==> config.mk <==
export PLATFORM = sky130hd
export DESIGN_NAME = atan2_approximation_unit
export DESIGN_NICKNAME = d
export VERILOG_FILES = /design/src/design/a2a_pkg.sv /design/src/design/atan2_approximation_unit.sv /design/src/design/a2a_front.sv /design/src/design/a2a_div.sv /design/src/design/a2a_poly.sv
export SDC_FILE = /design/constraint.sdc
export NUM_CORES = 2
export LEC_CHECK = 0
export ABC_AREA = 1
export BUFFER_PORTS_ARGS = -buffer_cell sky130_fd_sc_hd__buf_2
export CAP_MARGIN = 40
export CORE_AREA = 2 2 631 382
export DETAILED_ROUTE_END_ITERATION = 12
export DIE_AREA = 0 0 633 384
export PLACE_DENSITY = 0.58
export SYNTH_ARGS = -nofsm -noshare
export SYNTH_HDL_FRONTEND = slang
export SYNTH_SLANG_ARGS = --single-unit
==> constraint.sdc <==
create_clock -name clk -period 15.85 [get_ports clk]
set_input_delay 3.17 -clock clk [delete_from_list [all_inputs] [get_ports clk]]
set_output_delay 3.17 -clock clk [all_outputs]
set_load 0.02 [all_outputs]
==> src/design/a2a_pkg.sv <==
// Shared types and constants for the atan2 approximation pipeline.
`timescale 1ns / 1ps

package a2a_pkg;

	localparam logic [15:0] PI_Q13      = 16'd25736;
	localparam logic [15:0] HALF_PI_Q13 = 16'd12868;
	localparam logic [15:0] QPI_Q16     = 16'd51472;
	localparam logic [15:0] C1_Q16      = 16'd16037;
	localparam logic [12:0] C2_Q16      = 13'd4345;
	localparam int          A_WIDTH     = 16;
	localparam int          ANGLE_WIDTH = 16;

	typedef struct packed {
		logic xneg;
		logic yneg;
		logic xzero;
		logic yzero;
		logic swap;
		logic eq;
	} a2a_flags_t;

endpackage

==> src/design/atan2_approximation_unit.sv <==
// Top level of the four-quadrant atan2 approximation pipeline.
// Stages: 1 input, 16 divider, 4 polynomial, from input transfer to result.
// Throughput: one pair per cycle unless output stalls; bit-per-stage divider is 16 deep.
// Each stage advances when empty or when the next stage moves, so bubbles collapse on a stall.
// Reset (arst_n low) clears all stage valid bits at once; data registers are not reset.
`timescale 1ns / 1ps

module atan2_approximation_unit import a2a_pkg::*; #(
	parameter int INPUT_WIDTH = 24
) (
	input  logic                                   clk,
	input  logic                                   arst_n,
	input  logic                                   s_axis_tvalid,
	output logic                                   s_axis_tready,
	// x_coord [INPUT_WIDTH-1:0], y_coord [2*INPUT_WIDTH-1:INPUT_WIDTH], zero fill
	input  logic [((2*INPUT_WIDTH+7)/8)*8-1:0]     s_axis_tdata,
	output logic                                   m_axis_tvalid,
	input  logic                                   m_axis_tready,
	// angle [15:0]
	output logic [ANGLE_WIDTH-1:0]                 m_axis_tdata
);

	localparam int W = INPUT_WIDTH;

	logic               f_valid, f_ready;
	logic [W-1:0]       f_mx, f_mn;
	a2a_flags_t         f_flags;

	logic               d_valid, d_ready;
	logic [A_WIDTH-1:0] d_quot;
	a2a_flags_t         d_flags;

	a2a_front #(.W(W)) u_front (
		.clk       (clk),
		.arst_n    (arst_n),
		.in_valid  (s_axis_tvalid),
		.in_ready  (s_axis_tready),
		.x_coord   (s_axis_tdata[W-1:0]),
		.y_coord   (s_axis_tdata[2*W-1:W]),
		.out_valid (f_valid),
		.out_ready (f_ready),
		.mx        (f_mx),
		.mn        (f_mn),
		.flags     (f_flags)
	);

	a2a_div #(.W(W)) u_div (
		.clk       (clk),
		.arst_n    (arst_n),
		.in_valid  (f_valid),
		.in_ready  (f_ready),
		.mx        (f_mx),
		.mn        (f_mn),
		.flags     (f_flags),
		.out_valid (d_valid),
		.out_ready (d_ready),
		.quot      (d_quot),
		.out_flags (d_flags)
	);

	a2a_poly u_poly (
		.clk       (clk),
		.arst_n    (arst_n),
		.in_valid  (d_valid),
		.in_ready  (d_ready),
		.quot      (d_quot),
		.flags     (d_flags),
		.out_valid (m_axis_tvalid),
		.out_ready (m_axis_tready),
		.angle     (m_axis_tdata)
	);

endmodule

==> src/design/a2a_front.sv <==
// Input stage: magnitudes, min/max ordering and case flags.
`timescale 1ns / 1ps

module a2a_front import a2a_pkg::*; #(
	parameter int W = 24
) (
	input  logic         clk,
	input  logic         arst_n,
	input  logic         in_valid,
	output logic         in_ready,
	input  logic [W-1:0] x_coord,
	input  logic [W-1:0] y_coord,
	output logic         out_valid,
	input  logic         out_ready,
	output logic [W-1:0] mx,
	output logic [W-1:0] mn,
	output a2a_flags_t   flags
);

	localparam logic [W-1:0] ONE = {{(W-1){1'b0}}, 1'b1};

	logic         xneg, yneg;
	logic [W-1:0] xmag, ymag;
	logic         swap;
	a2a_flags_t   flags_d;

	logic         v_s1;
	logic [W-1:0] mx_s1, mn_s1;
	a2a_flags_t   flags_s1;

	assign xneg = x_coord[W-1];
	assign yneg = y_coord[W-1];
	assign xmag = xneg ? (~x_coord + ONE) : x_coord;
	assign ymag = yneg ? (~y_coord + ONE) : y_coord;
	assign swap = ymag > xmag;

	always_comb begin
		flags_d.xneg  = xneg;
		flags_d.yneg  = yneg;
		flags_d.xzero = (xmag == '0);
		flags_d.yzero = (ymag == '0);
		flags_d.swap  = swap;
		flags_d.eq    = (xmag == ymag);
	end

	assign in_ready = ~v_s1 | out_ready;

	always_ff @(posedge clk or negedge arst_n) begin
		if (!arst_n) begin
			v_s1 <= 1'b0;
		end else if (in_ready) begin
			v_s1 <= in_valid;
		end
	end

	always_ff @(posedge clk) begin
		if (in_ready && in_valid) begin
			mx_s1    <= swap ? ymag : xmag;
			mn_s1    <= swap ? xmag : ymag;
			flags_s1 <= flags_d;
		end
	end

	assign out_valid = v_s1;
	assign mx        = mx_s1;
	assign mn        = mn_s1;
	assign flags     = flags_s1;

endmodule

==> src/design/a2a_div.sv <==
// Pipelined restoring divider: one quotient bit per stage for min/max ratio.
`timescale 1ns / 1ps

module a2a_div import a2a_pkg::*; #(
	parameter int W = 24
) (
	input  logic               clk,
	input  logic               arst_n,
	input  logic               in_valid,
	output logic               in_ready,
	input  logic [W-1:0]       mx,
	input  logic [W-1:0]       mn,
	input  a2a_flags_t         flags,
	output logic               out_valid,
	input  logic               out_ready,
	output logic [A_WIDTH-1:0] quot,
	output a2a_flags_t         out_flags
);

	localparam int N = A_WIDTH;

	logic               v_s    [N];
	logic               rdy    [N];
	logic [W-1:0]       rem_s  [N];
	logic [W-1:0]       mx_s   [N];
	logic [A_WIDTH-1:0] quot_s [N];
	a2a_flags_t         flags_s[N];

	genvar k;
	generate
		for (k = 0; k < N; k++) begin : g_step
			logic               prev_v;
			logic [W-1:0]       prev_rem;
			logic [W-1:0]       prev_mx;
			logic [A_WIDTH-1:0] prev_quot;
			a2a_flags_t         prev_flags;
			logic [W:0]         dbl;
			logic [W:0]         diff;
			logic               bit_q;

			if (k == 0) begin : g_first
				assign prev_v     = in_valid;
				assign prev_rem   = mn;
				assign prev_mx    = mx;
				assign prev_quot  = '0;
				assign prev_flags = flags;
			end else begin : g_next
				assign prev_v     = v_s[k-1];
				assign prev_rem   = rem_s[k-1];
				assign prev_mx    = mx_s[k-1];
				assign prev_quot  = quot_s[k-1];
				assign prev_flags = flags_s[k-1];
			end

			if (k == N-1) begin : g_last
				assign rdy[k] = ~v_s[k] | out_ready;
			end else begin : g_mid
				assign rdy[k] = ~v_s[k] | rdy[k+1];
			end

			assign dbl   = {prev_rem, 1'b0};
			assign diff  = dbl - {1'b0, prev_mx};
			assign bit_q = (dbl >= {1'b0, prev_mx});

			always_ff @(posedge clk or negedge arst_n) begin
				if (!arst_n) begin
					v_s[k] <= 1'b0;
				end else if (rdy[k]) begin
					v_s[k] <= prev_v;
				end
			end

			always_ff @(posedge clk) begin
				if (rdy[k] && prev_v) begin
					rem_s[k]   <= bit_q ? diff[W-1:0] : dbl[W-1:0];
					mx_s[k]    <= prev_mx;
					quot_s[k]  <= {prev_quot[A_WIDTH-2:0], bit_q};
					flags_s[k] <= prev_flags;
				end
			end
		end
	endgenerate

	assign in_ready  = rdy[0];
	assign out_valid = v_s[N-1];
	assign quot      = quot_s[N-1];
	assign out_flags = flags_s[N-1];

endmodule

==> src/design/a2a_poly.sv <==
// Polynomial evaluation, rounding and quadrant folding stages.
`timescale 1ns / 1ps

module a2a_poly import a2a_pkg::*; (
	input  logic                   clk,
	input  logic                   arst_n,
	input  logic                   in_valid,
	output logic                   in_ready,
	input  logic [A_WIDTH-1:0]     quot,
	input  a2a_flags_t             flags,
	output logic                   out_valid,
	input  logic                   out_ready,
	output logic [ANGLE_WIDTH-1:0] angle
);

	localparam logic [31:0] RND = 32'd32768;

	logic rdy_s1, rdy_s2, rdy_s3, rdy_s4;
	logic v_s1, v_s2, v_s3, v_s4;

	logic [A_WIDTH-1:0] a;
	logic [16:0]        a_c;
	logic [28:0]        tp;
	logic [32:0]        up;
	logic [31:0]        pp;

	logic [28:0]        tp_s1;
	logic [32:0]        up_s1;
	logic [31:0]        pp_s1;
	a2a_flags_t         flags_s1;

	logic [28:0]        t_sum;
	logic [32:0]        u_sum;
	logic [31:0]        p_sum;
	logic [14:0]        t_s2, u_s2;
	logic [15:0]        pr_s2;
	a2a_flags_t         flags_s2;

	logic [29:0]        ut;
	logic [29:0]        ut_s3;
	logic [15:0]        pr_s3;
	a2a_flags_t         flags_s3;

	logic [29:0]        ut_sum;
	logic [16:0]        q;
	logic [15:0]        phi, f1, f2, f3, res;
	logic [15:0]        angle_s4;

	assign rdy_s4 = ~v_s4 | out_ready;
	assign rdy_s3 = ~v_s3 | rdy_s4;
	assign rdy_s2 = ~v_s2 | rdy_s3;
	assign rdy_s1 = ~v_s1 | rdy_s2;
	assign in_ready = rdy_s1;

	always_ff @(posedge clk or negedge arst_n) begin
		if (!arst_n) begin
			v_s1 <= 1'b0;
			v_s2 <= 1'b0;
			v_s3 <= 1'b0;
			v_s4 <= 1'b0;
		end else begin
			if (rdy_s1) v_s1 <= in_valid;
			if (rdy_s2) v_s2 <= v_s1;
			if (rdy_s3) v_s3 <= v_s2;
			if (rdy_s4) v_s4 <= v_s3;
		end
	end

	assign a   = flags.eq ? {A_WIDTH{1'b1}} : quot;
	assign a_c = 17'h10000 - {1'b0, a};
	assign tp  = 29'(C2_Q16) * 29'(a);
	assign up  = 33'(a) * 33'(a_c);
	assign pp  = 32'(QPI_Q16) * 32'(a);

	always_ff @(posedge clk) begin
		if (rdy_s1 && in_valid) begin
			tp_s1    <= tp;
			up_s1    <= up;
			pp_s1    <= pp;
			flags_s1 <= flags;
		end
	end

	assign t_sum = tp_s1 + RND[28:0];
	assign u_sum = up_s1 + {1'b0, RND};
	assign p_sum = pp_s1 + RND;

	always_ff @(posedge clk) begin
		if (rdy_s2 && v_s1) begin
			t_s2     <= C1_Q16[14:0] + {2'b00, t_sum[28:16]};
			u_s2     <= u_sum[30:16];
			pr_s2    <= p_sum[31:16];
			flags_s2 <= flags_s1;
		end
	end

	assign ut = 30'(u_s2) * 30'(t_s2);

	always_ff @(posedge clk) begin
		if (rdy_s3 && v_s2) begin
			ut_s3    <= ut;
			pr_s3    <= pr_s2;
			flags_s3 <= flags_s2;
		end
	end

	assign ut_sum = ut_s3 + RND[29:0];
	assign q      = {1'b0, pr_s3} + {3'b000, ut_sum[29:16]} + 17'd4;
	assign phi    = {2'b00, q[16:3]};
	assign f1     = flags_s3.swap ? (HALF_PI_Q13 - phi) : phi;
	assign f2     = flags_s3.xneg ? (PI_Q13 - f1) : f1;
	assign f3     = flags_s3.yneg ? (16'd0 - f2) : f2;

	always_comb begin
		if (flags_s3.xzero) begin
			if (flags_s3.yzero) begin
				res = '0;
			end else if (flags_s3.yneg) begin
				res = 16'd0 - HALF_PI_Q13;
			end else begin
				res = HALF_PI_Q13;
			end
		end else if (flags_s3.yzero) begin
			res = flags_s3.xneg ? PI_Q13 : 16'd0;
		end else begin
			res = f3;
		end
	end

	always_ff @(posedge clk) begin
		if (rdy_s4 && v_s3) begin
			angle_s4 <= res;
		end
	end

	assign out_valid = v_s4;
	assign angle     = angle_s4;

endmodule

==> metrics.yaml <==
ctsHtreeMaxLevel: 3
crit_path_start_kind: "flop"
grt_max_degree: 69
fin_cells: 11700
hold_viol_final: 0
finalSetupViolCount: 0
grt_pass1_vias: 55900
grt_pass1_wl_um: 317000
die_w_um: 633
crit_top_cell: "fa_1"
vias_per_cell: 4.84
outcome: "completed"
path_max_fanout: 17
crit_slowest_cell: "clkinv_1"
synth_edf_count: 1161
grt_usage_pct: 16.4
min_path_type: "flop to flop"
std_cell_rows: 139
finClkSkew_ps: 148
core_um2: 238000
cpPeakStageDelay_ps: 840
cts_max_path_buffers: 3
cp-end-kind: "flop"
synth_area_um2: 82800
drv_slew: 0
use_met3_pct: 2.52
async_reset_ff_share_pct: 1.78
totalNegativeSetupSlack_ps: 0
grt_busiest_layer: "met1"
relSlewSlack_pct: 36.5
required_ps: 16300
nets: 9779
synth.top_cell.area_share_pct: 42.1
arrival_ps: 10150
synth.distinct_cells: 60
synth.avg_cell_area_um2: 9.98
min_period_ps: 9700
syn_nets: 9662
insertion_delay_ps: 820
drive_gt1_share_pct: 5.31
rsz0062_at_grt: "false"
place_inst: 11500
ios: 70
initial_core_util_pct: 34.8
drv_cap: 0
yosysWarnings: 0
max_slew.worst_pin.slew_ps: 953
num_vias: 56500
wl_um: 199000
cts-root-buf: "clkbuf_16"
cts.sinks: 1182
io_buffers: 69
wire_per_inst_um: 17.1
drt_iter0_markers: 4437
gr-usage-met2_pct: 22.7
yosys-top-cells-area: "edfxtp_1 42%, ha_1 13%, fa_1 12%"
drcViolationCount: 0
dp_hpwl_um: 158000
path_delay_family: "adder cells"
ys_ff_latch: 1182
fmax_ghz: 0.103
n_fill_cell: 23300
hold_buffers: 0
die_area_um2: 243000
worstSetupPathType: "flop to flop"
tritoncts: "built"
postCtsResizedCells: 0
gp_congestion: 0.887
ant_nets: 0
area_growth_pct: 10.2
synth_flop_cell: "edfxtp_1"
synth_area_leader_cell: "edfxtp_1"
fin_crit_sh_pct: 61.2
drtPass1Iterations: 5
overflow: 0
holdWs_ps: 318
yosysSeqAreaShare_pct: 42.8
synth_cells: 8298
cts_buffers: 119
met1_usage_pct: 26.7
die_y_um: 384
path_clk_slew_ps: 70
cts_setup_buffers: 0
antenna_found_initial: 6
path_buf_inv: 6
-- layer usage --
metal / up-vias / routed length [um]
met2: 1362 / 78000
li1: 27600 / -
met1: 27400 / 107000
met5: - / 13
met4: 2 / 2990
met3: 216 / 11300
-- sequential cells by signal, indices dropped and copies added, names as in the netlist, 16 cells and up --
signal	cells
u_div.mx_s	360
u_div.rem_s	360
u_div.quot_s	136
u_div.flags_s	96
u_front.mn	24
u_front.mx	24
u_poly.pp_s1	17
u_poly.angle	16
u_poly.pr_s2	16
u_poly.pr_s3	16
u_poly.up_s1	16
-- cell type report --
type / instances / area, um^2 / share of cell area, %
multi-input cells: 5475 / 41200 / 45.1
flip-flops and latches: 1182 / 35400 / 38.8
inverters: 1492 / 5600 / 6.14
well taps: 3172 / 3970 / 4.35
clock buffers: 148 / 3140 / 3.44
repair buffers: 145 / 1200 / 1.32
clock inverters: 75 / 768 / 0.842
diodes: 2 / 5.00 / 0.00548
-- synthesized netlist by cell type (4+ instances only) --
library cell  count
inv_1          1478
nand2_1        1320
edfxtp_1       1161
ha_1            834
a21oi_1         764
nor2_1          711
fa_1            478
xnor2_1         287
nand3_1         265
xor2_1          214
o21ai_0         200
clkbuf_1         63
nand4_1          63
nor3_1           50
buf_4            38
buf_2            31
o21ai_2          31
o21ai_1          29
nor4_1           24
dfrtp_1          21
o21bai_1         18
nand2_2          17
a31oi_1          15
a211oi_1         14
nor2_2           12
buf_6            11
nor2_4           11
a21o_1           10
o211ai_1         10
a21boi_1          9
o21a_1            9
clkinv_1          8
nand3b_1          8
o221ai_1          8
a21oi_2           7
buf_1             6
inv_2             6
o31ai_1           6
a2111oi_0         5
o311ai_1          5
or2_2             5
a21boi_0          4
and3_1            4
-- cells by family (layout without fill, tap and decap cells) --
logic type,Yosys count,count (layout),share of synthesized area [%]
flops,1182,1182,42.8
simple gates,2500,2500,12.4
compound gates,1162,1162,7.64
buf+inv,1641,1860,7.76
other cells,0,2,0
fa+ha+maj,1312,1312,24.2
xor+xnor,501,501,5.30
-- through the flow --
step                setup slack (ps)  instance area, um^2  util (%)
finish                          6150                91300      38.4
CTS                             6110                91200      38.4
detailed placement              6190                87300      36.8
global route                    5390                91300      38.4
global placement                6170                86900      36.6
floorplan                       7440                82800         -
-- cell usage in the layout, fill, tap and decap left out, types with 214 or more instances in the layout --
cell	count
nor2_1	702
nand2_1	1319
xor2_1	214
a21oi_1	760
nand3_1	259
edfxtp_1	1161
fa_1	478
ha_1	834
xnor2_1	287
inv_1	1469
-- worst paths after layout --
kind / start / to / slack (ps) / cells after the start
setup reg to reg: u_div.flags_s[1][42]$_DFFE_PP_ / u_poly.up_s1[28]$_DFFE_PP_ / 6150 / 28
hold reg to reg: u_poly.flags_s2[5]$_DFFE_PP_ / u_poly.flags_s3[5]$_DFFE_PP_ / 320 / 0
hold / removal: u_poly.flags_s2[5]$_DFFE_PP_ / u_poly.flags_s3[5]$_DFFE_PP_ / 320 / 0
min in group asynchronous: arst_n / u_poly.out_valid$_DFFE_PN0P_ / 2390 / 1
max in group asynchronous: arst_n / u_div.g_step[1].prev_v$_DFFE_PN0P_ / 12800 / 1
setup / recovery: u_div.flags_s[1][42]$_DFFE_PP_ / u_poly.up_s1[28]$_DFFE_PP_ / 6150 / 28
Power is not shown: default switching activity piles up to over one toggle a cycle in this logic, so the estimate is an artifact.
